===== src/rtl/core/rvc_pkg.sv =====
`timescale 1ns / 1ps
package rvc_pkg;

  localparam int IMEM_WORDS_DEF = 4096;
  localparam int DMEM_BYTES_DEF = 131072;

  localparam logic [6:0] OPC_OP     = 7'h33;
  localparam logic [6:0] OPC_OPIMM  = 7'h13;
  localparam logic [6:0] OPC_LOAD   = 7'h03;
  localparam logic [6:0] OPC_STORE  = 7'h23;
  localparam logic [6:0] OPC_BRANCH = 7'h63;
  localparam logic [6:0] OPC_JAL    = 7'h6F;
  localparam logic [6:0] OPC_JALR   = 7'h67;
  localparam logic [6:0] OPC_LUI    = 7'h37;
  localparam logic [6:0] OPC_AUIPC  = 7'h17;

  localparam logic [6:0]  F7_ALT    = 7'h20;
  localparam logic [31:0] UIMM_MASK = 32'hFFFFF000;
  localparam logic [4:0]  SH_MASK   = 5'h1F;

  localparam logic [2:0] ST_OK      = 3'd0;
  localparam logic [2:0] ST_HALT    = 3'd1;
  localparam logic [2:0] ST_ILLEGAL = 3'd2;
  localparam logic [2:0] ST_DRANGE  = 3'd3;
  localparam logic [2:0] ST_FRANGE  = 3'd4;
  localparam logic [2:0] ST_STOPPED = 3'd5;

  localparam logic [1:0] ACT_ILOAD = 2'd0;
  localparam logic [1:0] ACT_EXEC  = 2'd1;
  localparam logic [1:0] ACT_DREAD = 2'd2;

  typedef enum logic [2:0] {
    ALU_ADD, ALU_SUB, ALU_AND, ALU_OR, ALU_XOR, ALU_SLL, ALU_SRL, ALU_SRA
  } alu_op_t;

  typedef struct packed {
    alu_op_t     op;
    logic [31:0] a;
    logic [31:0] b;
  } alu_req_t;

endpackage


===== src/rtl/core/rvc_alu.sv =====
`timescale 1ns / 1ps
module rvc_alu
  import rvc_pkg::*;
(
  input  alu_req_t    req,
  output logic [31:0] y
);

  logic [4:0] sh;
  assign sh = req.b[4:0] & SH_MASK;

  always_comb begin
    unique case (req.op)
      ALU_ADD: y = req.a + req.b;
      ALU_SUB: y = req.a - req.b;
      ALU_AND: y = req.a & req.b;
      ALU_OR:  y = req.a | req.b;
      ALU_XOR: y = req.a ^ req.b;
      ALU_SLL: y = req.a << sh;
      ALU_SRL: y = req.a >> sh;
      ALU_SRA: y = $unsigned($signed(req.a) >>> sh);
      default: y = '0;
    endcase
  end

endmodule


===== config.mk =====
export PLATFORM = sky130hd
export DESIGN_NAME = rvc_alu
export DESIGN_NICKNAME = d
export VERILOG_FILES = /design/src/rtl/core/rvc_pkg.sv /design/src/rtl/core/rvc_alu.sv
export SDC_FILE = /design/constraint.sdc
export NUM_CORES = 1
export LEC_CHECK = 0
export ABC_AREA = 1
export ABC_CLOCK_PERIOD_IN_PS = 8100
export BUFFER_PORTS_ARGS = -buffer_cell sky130_fd_sc_hd__buf_2
export CAP_MARGIN = 20
export CORE_MARGIN = 1
export CORE_UTILIZATION = 30
export DETAILED_ROUTE_END_ITERATION = 12
export PLACE_DENSITY = 0.5
export SYNTH_ARGS = -nofsm -noshare
export SYNTH_HDL_FRONTEND = slang
export SYNTH_SLANG_ARGS = --single-unit

===== constraint.sdc =====
create_clock -name vclk -period 8.1
set_input_delay 1.62 -clock vclk [all_inputs]
set_output_delay 1.62 -clock vclk [all_outputs]
set_load 0.005 [all_outputs]

Yosys cells after proc, flatten, opt, wreduce, memory -nomap -nowiden. Cells that the tools add are included.

Divide/modulo/power cells: 0. Reductions and logical operators: 1. Eq/ne operators: 7. Mux-type cells: 1. $mul: 0. Shifts and indexed selects: 3. Add/subtract/negate cells: 2. Bitwise logic cells: 3. $lt $le $gt $ge: 0.

Operators by type and width (number): one-hot mux 32 bit (8 select lines) (1); adder 32 bit (1); bitwise AND 32 bit (1); bitwise OR 32 bit (1); left shift 32 x 5 -> 32 bit (1); right shift 32 x 5 -> 32 bit (1); >>> shifter 32 x 5 -> 32 bit (1); subtractor 32 bit (1); bitwise XOR 32 bit (1); equality test 3 bit (second input constant) (4); equality test 3 x 2 -> 1 bit (second input constant) (2); equality test 3 x 1 -> 1 bit (second input constant) (1); logical NOT 3 bit (1).

Memories: 0. Memory bits (writable): 0. Bits of input ports: 67. Latch bits: 0. Register bits: 0. Bits in read-only memories: 0.

Longest topological paths before layout. Gate-level depths: netlist (run 1).

Depth in word-level cells: 2. Gate-level depth with buffers: 27.

Worst setup path before layout (run 1). Ideal clock, no wire load.

Path kind: input to output. Start: input port req[1] (netlist name). End: output port y[25]. Arrival: 4.310 ns. Cell stages on the path: 24. Setup slack: 2.170 ns. Cell sequence: inv_2 buf_2 buf_2 ha_1 nand2_1 nor2_1 nand2_1 nor2_2 nand2_2 o21ai_2 nand2_1 xor2_1 ha_1 nand2_1 nor2_1 inv_1 nor2_1 and2_1 nand2_1 nand3_1 nand2_1 nand2_1 nand2_1 nand3_1.

Word-level cells in the longest chain between the ends: 2.

Ends and longest elaborated chain: from (decl) (line rvc_alu.sv:5) `input alu_req_t req,`; subtractor 32 bit, or another cell as far along (line rvc_alu.sv:15) `ALU_SUB: y = req.a - req.b;`; one-hot mux 32 bit (8 select lines) * (line rvc_alu.sv:13) `unique case (req.op)`; to (decl) (line rvc_alu.sv:6) `output logic [31:0] y`.

Mark *: on every way between the ends. The rest lies on a longest branch, timed or not.

Final worst setup path (run 1). Ends and elaborated chain as after synthesis.

==> flow_summary.yaml, run 1 <==
yosys:
  synth-seq-area-share_pct: 0
  postSynthCellCount: 1733
  yosys_warnings: 0
  synth_compound_area_share_pct: 11.6
  synth.distinct_cells: 45
  synthAdderAreaFrac_pct: 14.0
  synthMuxAreaShare_pct: 0
  synth_top_area_share_pct: 25.9
  avgSynthCellArea_sq_um: 5.07
  synth.area.top_cells: "nand2_1, nand3_1, ha_1, inv_1, nor2_1"
  synth_area_sq_um: 8790
  synth_area_leader_cell: "nand2_1"
  synth_top_family_by_area: "simple AND/OR/NAND/NOR gates"
  synth_xor_area_share_pct: 3.69
  synthSimpleGateAreaFrac_pct: 56.7
  postSynthNetCount: 1898
setup_path:
  worst-endpoint-required_ns: 6.48
  crit_path_end_kind: "output port"
  critPathTopFamily: "simple AND/OR/NAND/NOR gates"
  crit_buf_inv: 3
  arrival_ns: 5.03
  max_stage_delay_ns: 0.37
  cp_max_fo: 23
  crit_slowest_cell: "ha_1"
  cpMostUsedCell: "nand2_1"
  crit_type: "in2out"
  cp_cell_sequence: "buf_2 > inv_2 > ha_1 > nand2_1 > nor2_1 > nand2_1 > nor2_2 > nand2_2 > nor4_2 > nor2_1 > nor2_1 > nor2_1 > ha_1 > nand2_1 > nor2_1 > and2_1 > and2_1 > nand2_1 > nand3_1 > nand2_1 > nand2_1 > nand2_1 > nand3_1 > buf_2"
  crit_path_start_kind: "primary input"
power_and_ir_drop:
  pwr-share-clk_pct: 0
  internal-power_uw: 213
  combinationalPowerShare_pct: 100.0
  p_leak_nw: 5.35
  p_sw_uw: 473
  p_sw_share_pct: 69.0
  p_per_area_nw_per_um2: 72.8
  pwr-share-seq_pct: 0
  ir_worst_vdd_mv: 0.0171
drt:
  ant_nets: 0
  post_drt_wl_per_cell_um: 18.8
  vias_per_cell: 5.37
  drt_iter0_drc: 1458
  num_vias: 11579
  drt-total-wl_mm: 40.6
  drc_errors: 0
  drt-pass1-iter-count: 6
finish:
  nFillCells: 3420
  final_cells: 2156
  multi_input_area_sq_um: 7560
  fin_area_sq_um: 9430
  clock_buffers: 0
  syn2layout_area_growth_pct: 7.20
  fin_nets: 1939
  regArea_sq_um: 0
  drive_above_1_share_pct: 9.14
  n_antenna_cell: 0
  n_sequential_cell: 0
floorplan:
  rows: 62
  die_x_um: 173
  io_pins: 99
  die-area_sq_um: 30000
  core_sq_um: 28800
  initial_core_util_pct: 30.6
  die_y_um: 173
sta:
  fin_crit_ns: 6.65
  tightest_slew_ns: 0.751
  finalSetupViolCount: 0
  rsz0062_at_grt: "false"
  finalHoldViolCount: 0
  layout_setup_ws_ns: 1.45
  setup_tns_ns: 0
  max_freq_mhz: 150
  drv_slew: 0
  slew_headroom_pct: 49.9
  post-route-period-util_pct: 82.1
placement:
  port-buffer-count: 99
  routabilityCongestion: 0.978
  dpl-instance-area_sq_um: 9430
  dp_hpwl_mm: 33.7
  place_inst: 2156
  place_ws_ns: 1.49
cts:
  cts_setup_buffers: 0
  postCtsHoldBufs: 0
  cts_resized: 0
global_route:
  grt_pass1_vias: 10590
  grt_max_degree: 71
  antenna_found_initial: 0
  grt_util_all_layers_pct: 26.0
  grt_first_pass_wirelength_mm: 61.0
  grt_overflow: 0
worst_hold_path:
  hold_path.class: "in2out"
outcome:
  status: "completed"
job:
  max-cap-violations: 0
-- stage by stage --
stage	utilization, %	power (mW)	hold WS [ns]
floorplan	-	0.445	3.49
global placement	32.8	0.673	3.77
detailed placement	32.8	0.673	3.76
CTS	32.8	0.676	3.77
global route	32.8	0.758	3.79
finish	32.8	0.686	3.76
-- layer usage --
metal	track usage, %	routed length, um	vias up
li1	-	-	5735
met1	35.8	17700	5315
met2	43.1	18400	470
met3	1.65	3070	59
met4	8.19	1390	0
met5	0	0	-
-- area by class of cell --
type,instances,share of cell area (%)
Timing Repair Buffer,112,6.29
Tap cell,384,5.10
Inverter,209,8.38
Multi-Input combinational cell,1451,80.2
-- synthesized netlist by cell type (2+ instances only) --
library cell / count
and2_1: 7
nor3_1: 12
o21ai_0: 39
inv_4: 2
a21oi_1: 60
nand2_1: 606
xor2_1: 36
buf_2: 31
inv_2: 13
o2111ai_1: 6
buf_1: 6
inv_1: 193
o21ai_1: 15
a211oi_1: 4
nor2_4: 5
ha_1: 97
a31oi_1: 5
nor2_2: 3
a221oi_2: 7
clkbuf_1: 12
nand3b_1: 3
or2_2: 4
o21ai_2: 2
nor3_4: 2
nand2_2: 6
buf_4: 14
nand3_1: 351
nor2_1: 128
buf_6: 10
o21bai_1: 4
nand4_1: 20
o211ai_1: 17
-- final timing paths --
kind | start | depth (start not counted) | to
worst max-delay path | req[1] | 24 | y[25]
worst min-delay path | req[32] | 5 | y[0]
-- power groups by stage --
| stage | registers [mW] | logic (mW) | clock network [mW] |
|---|---|---|---|
| floorplan | 0 | 0.445 | 0 |
| finish | 0 | 0.686 | 0 |
| global route | 0 | 0.758 | 0 |
| global placement | 0 | 0.673 | 0 |
| CTS | 0 | 0.676 | 0 |
| detailed placement | 0 | 0.673 | 0 |
-- cells in the final DEF, fill, tap and decap left out, types with 3 or more instances in the layout --
cell       netlist  final
nand3_1        351    351
nand2_2          6      6
o211ai_1        17     17
ha_1            97     97
a31oi_1          5      5
o21bai_1         4      4
a221oi_2         7      7
nor2_2           3      3
nand4_1         20     20
nand2_1        606    606
nand3b_1         3      3
buf_4           14     13
o2111ai_1        6      6
and2_1           7      7
a211oi_1         4      4
inv_2           13     13
nor3_1          12     12
or2_2            4      4
o21ai_1         15     15
nor2_1         128    128
inv_1          193    193
buf_2           31     99
o21ai_0         39     39
a21oi_1         60     60
nor2_4           5      5
xor2_1          36     36
-- logic make-up after synthesis --
| group | after synthesis |
|---|---|
| buffers and inverters | 282 |
| adder cells (fa/ha/maj) | 98 |
| AO/OA/AOI/OAI | 164 |
| AND/OR/NAND/NOR | 1152 |
| XOR/XNOR | 37 |
Power figures use the tool's default switching activity.
==> inputs of run 2 (changes only) <==
--- a/config.mk
+++ b/config.mk
@@ -6,7 +6,7 @@
 export NUM_CORES = 1
 export LEC_CHECK = 0
 export ABC_AREA = 1
-export ABC_CLOCK_PERIOD_IN_PS = 8100
+export ABC_CLOCK_PERIOD_IN_PS = 6400
 export BUFFER_PORTS_ARGS = -buffer_cell sky130_fd_sc_hd__buf_2
 export CAP_MARGIN = 20
 export CORE_MARGIN = 1
==> constraint.sdc (replaced) <==
create_clock -name vclk -period 6.4
set_input_delay 1.28 -clock vclk [all_inputs]
set_output_delay 1.28 -clock vclk [all_outputs]
set_load 0.005 [all_outputs]
==> flow_summary.yaml, run 2 (synthesis gave the netlist of run 1 again) <==
setup_path:
  crit_type: "in2out"
  crit_path_end_kind: "output port"
  cp_cell_sequence: "buf_2 > nor2_4 > inv_1 > nor2_1 > nand2_1 > o21ai_1 > xor2_1 > inv_1 > ha_1 > nand2_1 > inv_1 > nand2_1 > nand2_1 > a21oi_1 > nand2_1 > o21ai_0 > nand4_1 > buf_2"
  cpMostUsedCell: "nand2_1"
  crit_path_start_kind: "primary input"
  max_stage_delay_ns: 0.44
  cp_max_fo: 16
  crit_slowest_cell: "o21ai_0"
  arrival_ns: 4.67
  worst-endpoint-required_ns: 5.12
finish:
  drive_above_1_share_pct: 9.30
  n_sequential_cell: 0
  final_cells: 2159
  regArea_sq_um: 0
  clock_buffers: 0
  multi_input_area_sq_um: 7560
  final_common_cell: "nand2_1"
  nFillCells: 3427
  final_cell_mix: "nand2_1, nand3_1, inv_1"
  n_antenna_cell: 0
  fin_nets: 1942
  syn2layout_area_growth_pct: 7.68
floorplan:
  die_x_um: 173
  die_y_um: 173
  rows: 62
  core_sq_um: 28800
  io_pins: 99
  die-area_sq_um: 30000
  initial_core_util_pct: 30.6
power_and_ir_drop:
  combinationalPowerShare_pct: 100.0
  p_per_area_nw_per_um2: 92.0
  ir_worst_vdd_mv: 0.0243
  internal-power_uw: 271
  power_uw: 871
  p_sw_uw: 600
  pwr-share-seq_pct: 0
  p_leak_nw: 5.38
  p_sw_share_pct: 68.9
  pwr-share-clk_pct: 0
placement:
  place_inst: 2159
  routabilityCongestion: 0.971
  port-buffer-count: 99
  dp_hpwl_mm: 34.5
drt:
  drt_iter0_drc: 1296
  ant_nets: 0
  wl_met1_mm: 18.6
  vias_per_cell: 5.33
  num_vias: 11500
  drt-total-wl_mm: 41.8
  post_drt_wl_per_cell_um: 19.3
  drt-pass1-iter-count: 7
  drc_errors: 0
  wl_met3_mm: 2.48
  wl_met2_mm: 19.5
  top_layer: "met4"
sta:
  slew_headroom_pct: 47.7
  setup_tns_ns: 0
  rsz0062_at_grt: "false"
  tightest_slew_ns: 0.785
  finalHoldViolCount: 0
  drv_slew: 0
  post-route-period-util_pct: 92.9
  finalSetupViolCount: 0
  max_freq_mhz: 168
  fin_crit_ns: 5.95
global_route:
  grt_pass1_vias: 10722
  antenna_found_initial: 0
  grt_max_degree: 74
  grt_util_all_layers_pct: 27.0
  grt_overflow: 0
  grt_first_pass_wirelength_mm: 62.9
worst_hold_path:
  hold_path.class: "in2out"
outcome:
  status: "completed"
cts:
  cts_setup_buffers: 0
  postCtsHoldBufs: 0
  cts_resized: 0
job:
  max-cap-violations: 0
[run 2: layer usage]
| layer | track usage, % | vias up |
|---|---|---|
| met5 | 0 | - |
| met4 | 6.42 | 0 |
| met3 | 1.50 | 50 |
| met2 | 46.1 | 391 |
| met1 | 36.9 | 5308 |
| li1 | - | 5751 |
[run 2: power by group through the flow]
| stage | Sequential (mW) | Clock (mW) | Combinational, mW |
|---|---|---|---|
| 2_1_floorplan | 0 | 0 | 0.563 |
| 3_3_place_gp | 0 | 0 | 0.855 |
| 3_5_place_dp | 0 | 0 | 0.855 |
| 4_1_cts | 0 | 0 | 0.859 |
| 5_1_grt | 0 | 0 | 0.965 |
| 6_report | 0 | 0 | 0.871 |
[run 2: worst paths after layout]
check  startpoint     to  slack (ns)  cells after the start
min       req[32]   y[0]        3.08                      5
max        req[3]  y[15]        0.45                     18
[run 2: final cells by class]
| class | instances | share of cell area (%) |
|---|---|---|
| tap | 384 | 5.07 |
| timing repair buffer | 115 | 6.71 |
| multi-input combinational | 1451 | 79.9 |
| inverter | 209 | 8.34 |
[run 2: critical path: cells and delay by family]
family / cells / cell delay (ns)
compound gates: 3 / 0.71
xor+xnor: 1 / 0.21
fa+ha+maj: 1 / 0.34
buf+inv: 5 / 0.74
simple gates: 8 / 1.39
[run 2: stage by stage]
stage	area [sq um]	setup WS (ns)	hold WS [ns]	util, %
final	9470	0.451	3.08	32.9
after CTS	9470	0.496	3.09	32.9
after global placement	9440	0.509	3.07	32.8
after global routing	9470	0.146	3.12	32.9
after detailed placement	9470	0.518	3.09	32.9
after floorplan	8790	1.15	2.81	-
==> inputs of run 3 (changes only) <==
--- a/config.mk
+++ b/config.mk
@@ -13,6 +13,7 @@
 export CORE_UTILIZATION = 30
 export DETAILED_ROUTE_END_ITERATION = 12
 export PLACE_DENSITY = 0.5
+export RECOVER_POWER = 100
 export SYNTH_ARGS = -nofsm -noshare
 export SYNTH_HDL_FRONTEND = slang
 export SYNTH_SLANG_ARGS = --single-unit
==> flow_summary.yaml, run 3 (synthesis gave the netlist of run 1 again) <==
power_and_ir_drop:
  power_uw: 870
  ir_worst_vdd_mv: 0.0244
  p_leak_nw: 5.35
  p_per_area_nw_per_um2: 92.0
job:
  max-cap-violations: 1
floorplan:
  die_y_um: 173
  core_sq_um: 28800
  die_x_um: 173
  initial_core_util_pct: 30.6
  die-area_sq_um: 30000
  io_pins: 99
  rows: 62
setup_path:
  crit_path_end_kind: "output port"
  crit_path_start_kind: "primary input"
  worst-endpoint-required_ns: 5.12
  crit_type: "in2out"
  arrival_ns: 4.85
  cp_max_fo: 16
drt:
  ant_nets: 0
  drt-total-wl_mm: 41.8
  wl_met2_mm: 19.4
  post_drt_wl_per_cell_um: 19.3
  wl_met1_mm: 18.3
  wl_met3_mm: 2.83
  drt_iter0_drc: 1219
  drt-pass1-iter-count: 6
  vias_per_cell: 5.33
  top_layer: "met4"
  drc_errors: 0
  num_vias: 11505
finish:
  final_cell_mix: "nand2_1, nand3_1, inv_1"
  n_antenna_cell: 0
  final_common_cell: "nand2_1"
  clock_buffers: 0
  n_sequential_cell: 0
  drive_above_1_share_pct: 8.79
  nFillCells: 3434
  regArea_sq_um: 0
  fin_nets: 1942
  syn2layout_area_growth_pct: 7.51
  fin_area_sq_um: 9450
sta:
  fin_crit_ns: 6.13
  whs_ns: 3.08
  layout_setup_ws_ns: 0.273
  finalHoldViolCount: 0
  max_freq_mhz: 163
  setup_tns_ns: 0
  rsz0062_at_grt: "false"
  slew_headroom_pct: -1.84
  finalSetupViolCount: 0
  drv_slew: 74
  tightest_slew_ns: 1.53
  post-route-period-util_pct: 95.7
worst_hold_path:
  hold_path.class: "in2out"
global_route:
  grt_max_degree: 74
  grt_first_pass_wirelength_mm: 62.9
  grt_overflow: 0
  grt_util_all_layers_pct: 27.0
  antenna_found_initial: 0
  grt_pass1_vias: 10722
cts:
  cts_resized: 0
  cts_setup_buffers: 0
  postCtsHoldBufs: 0
placement:
  port-buffer-count: 99
  routabilityCongestion: 0.971
  dp_hpwl_mm: 34.5
  dpl-instance-area_sq_um: 9470
  place_ws_ns: 0.518
outcome:
  violations: "max-capacitance violations, max-slew violations"
  status: "finished, violations left"
-- run 3: changes by cell type in the layout (fill, tap and decap cells not counted), moves of 2 or more --
cell      before  now
o21ai_1       15   12
clkbuf_2       0    2
buf_2         99   91
o21ai_0       39   43
clkbuf_1       0    6
-- run 3: path summary, 6_finish.rpt --
kind / from / endpoint / cells after the start
worst max-delay path: req[3] / y[15] / 18
worst min-delay path: req[32] / y[0] / 5
-- run 3: final cells by class --
class	count	area [sq um]	share of cell area, %
Inverter	209	790	8.35
Multi-Input combinational cell	1451	7560	80.0
Tap cell	384	480	5.08
Timing Repair Buffer	115	624	6.60
-- run 3: worst max-delay path, cell delays in order --
cell	delay [ns]
buf_2	0.17
nor2_4	0.38
inv_1	0.27
nor2_1	0.20
nand2_1	0.09
o21ai_0	0.19
xor2_1	0.21
inv_1	0.06
ha_1	0.34
nand2_1	0.15
inv_1	0.05
nand2_1	0.06
nand2_1	0.07
a21oi_1	0.11
nand2_1	0.20
o21ai_0	0.55
nand4_1	0.25
buf_2	0.20
-- run 3: report_power, final --
part           leakage, nW  internal (mW)  switching (mW)
logic                 5.35          0.269           0.600
registers                0              0               0
clock network            0              0               0
-- run 3: routing by layer --
layer,track usage [%],up-vias
met3,1.50,47
met1,36.9,5284
met2,46.1,428
met4,6.42,0
met5,0,-
li1,-,5746
-- run 3: through the flow --
| step | util [%] | std cells |
|---|---|---|
| after detailed placement | 32.9 | 2159 |
| after CTS | 32.9 | 2159 |
| after global routing | 32.8 | 2159 |
| after global placement | 32.8 | 2158 |
| final | 32.8 | 2159 |
| after floorplan | - | 1733 |
